$ cat config.mk
export PLATFORM = sky130hd
export DESIGN_NAME = mit_ram
export DESIGN_NICKNAME = d
export VERILOG_FILES = /design/src/sv/mit_ram.sv
export SDC_FILE = /design/constraint.sdc
export NUM_CORES = 1
export LEC_CHECK = 0
export ABC_AREA = 1
export BUFFER_PORTS_ARGS = -buffer_cell sky130_fd_sc_hd__buf_2
export CAP_MARGIN = 20
export CORE_ASPECT_RATIO = 1.5
export CORE_UTILIZATION = 65
export CTS_CLUSTER_SIZE = 16
export DETAILED_ROUTE_END_ITERATION = 7
export PLACE_DENSITY = 0.84
export SLEW_MARGIN = 5
export SYNTH_ARGS = -nofsm -noshare
export SYNTH_HDL_FRONTEND = slang
export SYNTH_SLANG_ARGS = --single-unit
$ cat constraint.sdc
create_clock -name clk -period 3.3 [get_ports clk]
set_clock_uncertainty 0.15 [all_clocks]
set_input_delay 0.165 -clock clk [delete_from_list [all_inputs] [get_ports clk]]
set_output_delay 0.165 -clock clk [all_outputs]
set_load 0.01 [all_outputs]
$ cat src/sv/mit_ram.sv
// ----------------------------------------------------------------------------
// mit_ram
// simple dual-port ram, one write port, one registered read port (read-first)
// ----------------------------------------------------------------------------
module mit_ram #(
    parameter int WIDTH = 8,
    parameter int DEPTH = 16
) (
    input  logic                     clk,
    input  logic                     we,
    input  logic [$clog2(DEPTH)-1:0] waddr,
    input  logic [WIDTH-1:0]         wdata,
    input  logic [$clog2(DEPTH)-1:0] raddr,
    output logic [WIDTH-1:0]         rdata
);

    logic [WIDTH-1:0] mem [DEPTH];
    logic [WIDTH-1:0] rdata_reg;

    always_ff @(posedge clk)
    begin
        if (we)
        begin
            mem[waddr] <= wdata;
        end
        rdata_reg <= mem[raddr];
    end

    assign rdata = rdata_reg;

endmodule

Yosys cells after proc, flatten, opt, wreduce, memory -nomap -nowiden
Memory sizes are Yosys's and may differ from the RTL's. A register that Yosys moved wholly into a read port is not among the register bits.
Index checks and enable logic that the tools add are counted.
{ "totals": {"reg_bits": 0, "ram_bits": 128, "in_bits": 18, "output_inout_bits": 8, "wordCells": 3, "n_memories": 1} }
{ "memory_table": {"columns": ["memory", "depth", "width", "read_ports", "rd_ports_with_merged_regs", "wr", "line_no", "rtl"], "rows": [
  ["mem", 16, 8, 1, 1, 1, "17", "logic [WIDTH-1:0] mem [DEPTH];"]
]} }
{ "op_classes": {"n_mux": 2} }
{ "ops": {"columns": ["op", "count"], "rows": [
  ["$mux 1", 2]
]} }

Depth between registers and ports, before layout
Gate-level depths: netlist of run 1.
{ "logic_depth": {"word_depth": 2, "depth_mapped": 8, "depth_no_buf": 7} }

Worst setup path after synthesis of run 1
No wires, ideal clock.
{ "synth_path": {"kind": "in2reg", "from": "input port waddr[2]", "to": "memory mem[10][0], enable pin", "setup_time_ps": 370, "arrival_ps": 746, "t_required_ps": 2780, "setup_slack_ps": 2034, "cell_stages": 2, "n_path_buf": 0, "cell_sequence": "nand3b_1 nor2_1"} }
{ "synth_rtl": {"columns": ["item", "line_no", "rtl"], "rows": [
  ["start: declaration", "11", "input logic [$clog2(DEPTH)-1:0] waddr,"],
  ["end: declaration", "17", null]
]} }
Straight into the memory's write port.

==> impl_metrics.tcl, run 1 <==
set metrics [dict create \
    netlist_instances 551 \
    status "finished, final reports clean" \
    postRouteAntennaNets 0 \
    syn2layout_area_growth_pct 11.4 \
    stdcell_area_sq_um 6420 \
    grt_setup_unrepaired "no" \
    clk_path_buf_depth 2 \
    dieArea_sq_um 9260 \
    p_sw_mw 0.820 \
    pre_cts_slack_ns 1.26 \
    powerDensity_nw_per_um2 600 \
    final_common_cell "nand2_1" \
    drtIter0Drc 630 \
    synth_area_sq_um 5770 \
    grt_pass1_wl_mm 19.4 \
    cts-resized-gates 0 \
    synthTopCellsByArea "edfxtp_1 67%, nand2_1 11%, nand3_1 8.4%, inv_1 6.5%, dfxtp_1 2.8%" \
    drive_above_1_share_pct 9.03 \
    end_kind "register" \
    report.final.setup_viol 0 \
    synth_top_area_share_pct 66.7 \
    met1_length_mm 4.78 \
    cts.reportedPaths.clkPinSlew_ns 0.06 \
    tightest_slew_ns 0.833 \
    die_width_microns 78.9 \
    layout_setup_ws_ns 1.66 \
    slew_headroom_pct 44.2 \
    hold_violations 0 \
    vias 3900 \
    dpl.hpwl_mm 7.27 \
    min_period_over_period_pct 49.7 \
    grt_overflow_total 0 \
    p_int_mw 3.03 \
    wl_met2_mm 6.31 \
    slew_violations 0 \
    place.gp.congestion 0.895 \
    yosysWarnings 0 \
    die_h_microns 117 \
    p_comb_share_pct 6.0 \
    whs_ns 0.00276 \
    dpl_cell_area_sq_um 5870 \
    cts_tree "done" \
    top_layer_used "met4" \
    port_buffers 25 \
    cts_made_buffers 17 \
    routed-wl-met3_microns 988 \
    tns_ns 0 \
    insertedDiodeCount 0 \
    crit_arrival_ns 1.80 \
    avgSynthCellArea_sq_um 10.5 \
    startpoint_type "input port" \
    drv_cap 0 \
    fin_crit_ns 1.64 \
    hp-class "input port to register" \
    floorplan.initialDensity_pct 67.7 \
    wl_per_cell_microns 17.8 \
    insertion_delay_ns 0.42 \
    num_rows 41 \
    synth_nets 569 \
    core_area_sq_um 8520 \
    fillers 542 \
    sw_frac_of_total_pct 21.3 \
    cts_root_buffer "clkbuf_16" \
    grt_max_degree 65 \
    num_io_pins 26 \
    route.detailed.drc 0 \
    vias_per_cell 5.62 \
    antenna_found_initial 0 \
    mostFrequentLayoutCells "173 x nand2_1, 128 x edfxtp_1, 100 x inv_1, 97 x nand3_1, 25 x buf_2" \
    synth-seq-area-share_pct 69.4 \
    cts_htree_levels 4 \
    first_pass_iters 7 \
    p_leak_nw 2.79 \
    ys_types 12 \
    grt_pass1_vias 3655 \
    clkSinkCount 136 \
    max-vdd-ir-drop_mv 0.465 \
    largest_reg_flops 128 \
    routed_wl_mm 12.3 \
    crit_fanout 33 \
    yosys_register_bits 136 \
    cp.required_ns 3.46 \
    p_seq_share_pct 50.5 \
    path_class "input port to register" \
    p_clk_share_pct 43.5 \
    track_usage_pct 29.1 \
    final_nets 592 \
    yosysTopAreaCell "edfxtp_1" \
    maxClockFrequency_mhz 609 \
]
per-layer routing:
metal  vias to the layer above  track usage, %
met4                         0            10.5
met5                         -               0
met1                      1829            38.9
met2                       224            47.1
li1                       1817               -
met3                        30            6.54
power by group through the flow:
stage               Clock (mW)  Sequential [mW]  Combinational (mW)
floorplan                    0             1.98               0.136
global placement             0             1.98               0.213
detailed placement           0             1.98               0.221
CTS                       1.67             1.95               0.224
global route              1.76             1.95               0.252
finish                    1.68             1.94               0.230
synth_stat cells (all sizes together):
cell type / n
buf: 24
dfxtp: 8
edfxtp: 128
inv: 102
nand2: 173
nand3: 97
nand3b: 2
nor2: 17
worst max-delay path: stages:
cell,delay [ns]
buf_2,0.54
inv_2,0.46
nand3_1,0.21
nand3_1,0.13
nand3_1,0.19
nand2_1,0.08
repair_timing:
action,in CTS,in global routing
setup buffers,0,0
endpoints found under the hold margin,6,0
hold buffers,1,0
cells by family after synthesis:
kind of cell / Yosys count / synth area share, %
simple gates: 289 / 21.0
flops: 136 / 69.4
buf+inv: 126 / 9.52
per-stage QoR:
step	utilization (%)	power [mW]	instances
after CTS	75.2	3.84	693
after global placement	68.9	2.19	660
after detailed placement	68.9	2.20	660
after floorplan	-	2.12	551
after global routing	75.4	3.95	694
final	75.4	3.85	694
final timing paths:
path | endpoint | cells after the start | slack, ns | from
hold reg to reg | rdata[5] | 6 | 0.53 | mem[12][5]
setup reg to reg | rdata[0] | 6 | 2.05 | mem[5][0]
setup / recovery | rdata[0] | 6 | 1.66 | raddr[1]
hold / removal | mem[9][4] | 1 | 0.003 | wdata[4]
final cells by class:
type / count / area [sq um] / share of cell area [%]
tap: 107 / 134 / 2.08
clock buffer: 29 / 510 / 7.95
sequential: 136 / 4000 / 62.3
timing repair buffer: 28 / 163 / 2.53
inverter: 102 / 383 / 5.96
clock inverter: 3 / 15.0 / 0.234
multi-input combinational: 289 / 1210 / 18.9
Power figures use the tool's default switching activity.
==> run 2: changes to the inputs <==
--- a/config.mk
+++ b/config.mk
@@ -9,10 +9,10 @@
 export BUFFER_PORTS_ARGS = -buffer_cell sky130_fd_sc_hd__buf_2
 export CAP_MARGIN = 20
 export CORE_ASPECT_RATIO = 1.5
-export CORE_UTILIZATION = 65
+export CORE_UTILIZATION = 55
 export CTS_CLUSTER_SIZE = 16
 export DETAILED_ROUTE_END_ITERATION = 7
-export PLACE_DENSITY = 0.84
+export PLACE_DENSITY = 0.75
 export SLEW_MARGIN = 5
 export SYNTH_ARGS = -nofsm -noshare
 export SYNTH_HDL_FRONTEND = slang
==> constraint.sdc (replaced) <==
create_clock -name clk -period 1.5 [get_ports clk]
set_clock_uncertainty 0.15 [all_clocks]
set_input_delay 0.075 -clock clk [delete_from_list [all_inputs] [get_ports clk]]
set_output_delay 0.075 -clock clk [all_outputs]
set_load 0.01 [all_outputs]
==> impl_metrics.tcl, run 2 (same netlist as run 1, synthesis figures left out) <==
set metrics [dict create \
    grt_pass1_wl_mm 20.3 \
    clkSinkCount 136 \
    crit_arrival_ns 1.35 \
    reg2reg_to "rdata[3]" \
    powerDensity_nw_per_um2 1330 \
    syn2layout_area_growth_pct 17.9 \
    drive_above_1_share_pct 13.7 \
    clk_path_buf_depth 2 \
    status "finished, final reports clean" \
    report.final.setup_viol 0 \
    hp-class "input port to register" \
    vias 4025 \
    final_common_cell "nand2_1" \
    p_leak_nw 2.99 \
    cts_htree_levels 4 \
    rrSetupSlack_ns 0.29 \
    min_period_over_period_pct 80.4 \
    r2r-start "mem[13][3]" \
    multiInputGateArea_sq_um 1210 \
    place.gp.congestion 0.856 \
    first_pass_iters 7 \
    grt_setup_unrepaired "no" \
    regArea_sq_um 4000 \
    die_h_microns 127 \
    final_nets 625 \
    routed_wl_mm 13.0 \
    path_depth 6 \
    layout_setup_ws_ns 0.295 \
    end_kind "register" \
    cpMaxStageDelayCell "edfxtp_1" \
    largest_reg_flops 128 \
    cpMostUsedCell "nand3_1" \
    vias_per_cell 5.46 \
    tns_ns 0 \
    crit_family "simple AND/OR/NAND/NOR gates" \
    insertedDiodeCount 0 \
    cp.required_ns 1.65 \
    cts_root_buffer "clkbuf_16" \
    grt_overflow_total 0 \
    port_buffers 25 \
    ctsHoldBuffers 9 \
    pre_cts_slack_ns 0.106 \
    core_area_sq_um 10100 \
    cts_tree "done" \
    antenna_found_initial 0 \
    cp-endpoint "rdata[3]" \
    fillers 709 \
    worstPathCellList "inv_1, nand2_1, nand3_1, nand3_1, nand3_1, nand2_1" \
    route.detailed.drc 0 \
    reg2reg_depth 6 \
    slew_headroom_pct 73.9 \
    max-vdd-ir-drop_mv 1.05 \
    cts_made_buffers 17 \
    dp.cells 696 \
    cts.reportedPaths.clkPinSlew_ns 0.06 \
    num_rows 45 \
    grt_max_degree 51 \
    die_width_microns 85.6 \
    drv_cap 0 \
    track_usage_pct 25.9 \
    path_class "register to register" \
    critPathLaunch "mem[13][3]" \
    num_io_pins 26 \
    hold_violations 0 \
    startpoint_type "register" \
    cts-resized-gates 0 \
    dieArea_sq_um 10900 \
    mostFrequentLayoutCells "173 x nand2_1, 128 x edfxtp_1, 100 x inv_1, 97 x nand3_1" \
    cp_slowest_stage_delay_ns 0.36 \
    floorplan.initialDensity_pct 56.9 \
    crit_fanout 1 \
    layout.cells.non_filler 737 \
    tightest_slew_ns 0.392 \
    post_cts_buffers 0 \
    slew_violations 0 \
    wl_per_cell_microns 17.7 \
    dpl.hpwl_mm 8.05 \
    insertion_delay_ns 0.41 \
    fin_crit_ns 1.21 \
    drtIter0Drc 343 \
    cp_num_buf_inv 1 \
    postRouteAntennaNets 0 \
    grt_pass1_vias 4015 \
    maxClockFrequency_mhz 830 \
]
[run 2: cell types whose count changed in the layout (fill, tap and decap cells not counted), sizes merged]
cell         before  now
clkinv            3    7
clkbuf           29   17
clkinvlp          0    4
buf              27   52
bufinv            0    4
dlygate4sd3       1    9
[run 2: how the worst min path moves through the flow]
stage,to,from,cells past startpoint
6_report,rdata[3],raddr[1],6
5_1_grt,rdata[3],raddr[1],6
4_1_cts,rdata[3],raddr[1],6
3_5_place_dp,rdata[2],rdata[2],1
3_3_place_gp,rdata[2],rdata[2],1
2_1_floorplan,mem[0][0],wdata[0],0
[run 2: per-stage QoR]
step | power (mW) | hold WS (ns) | util (%) | instance area [sq um]
finish | 9.06 | 0.0734 | 67.1 | 6800
floorplan | 4.66 | 0.0239 | - | 5770
detailed placement | 4.89 | 0.322 | 60.2 | 6100
global placement | 4.87 | 0.321 | 60.2 | 6100
global route | 9.30 | 0.102 | 67.1 | 6800
CTS | 9.09 | 0.0630 | 67.1 | 6800
[run 2: worst register-to-register path, stage by stage (launching register included)]
cell	delay (ns)
edfxtp_1	0.36
inv_1	0.07
nand2_1	0.05
nand3_1	0.10
nand3_1	0.12
nand3_1	0.17
nand2_1	0.08
[run 2: final cells by class]
cell class,instances,area share (%)
Inverter,102,5.63
Tap cell,117,2.15
Timing Repair Buffer,61,6.51
Sequential cell,136,58.9
Multi-Input combinational cell,289,17.9
Clock buffer,17,6.26
Clock inverter,15,2.71
[run 2: where the power goes]
| group | leakage, nW | switching (mW) | internal (mW) |
|---|---|---|---|
| Clock | 0.292 | 1.47 | 2.75 |
| Combinational | 1.48 | 0.378 | 0.181 |
| Sequential | 1.22 | 0.0279 | 4.25 |
| Total | 2.99 | 1.88 | 7.18 |
[run 2: per-layer routing]
metal	routed length (microns)	global-route usage [%]	vias to the layer above	share of wire (%)
li1	-	-	1887	-
met1	4970	31.3	1898	38
met2	6860	44.0	209	53
met3	856	5.23	31	6.6
met4	362	13.3	0	2.8
met5	0	0	-	0
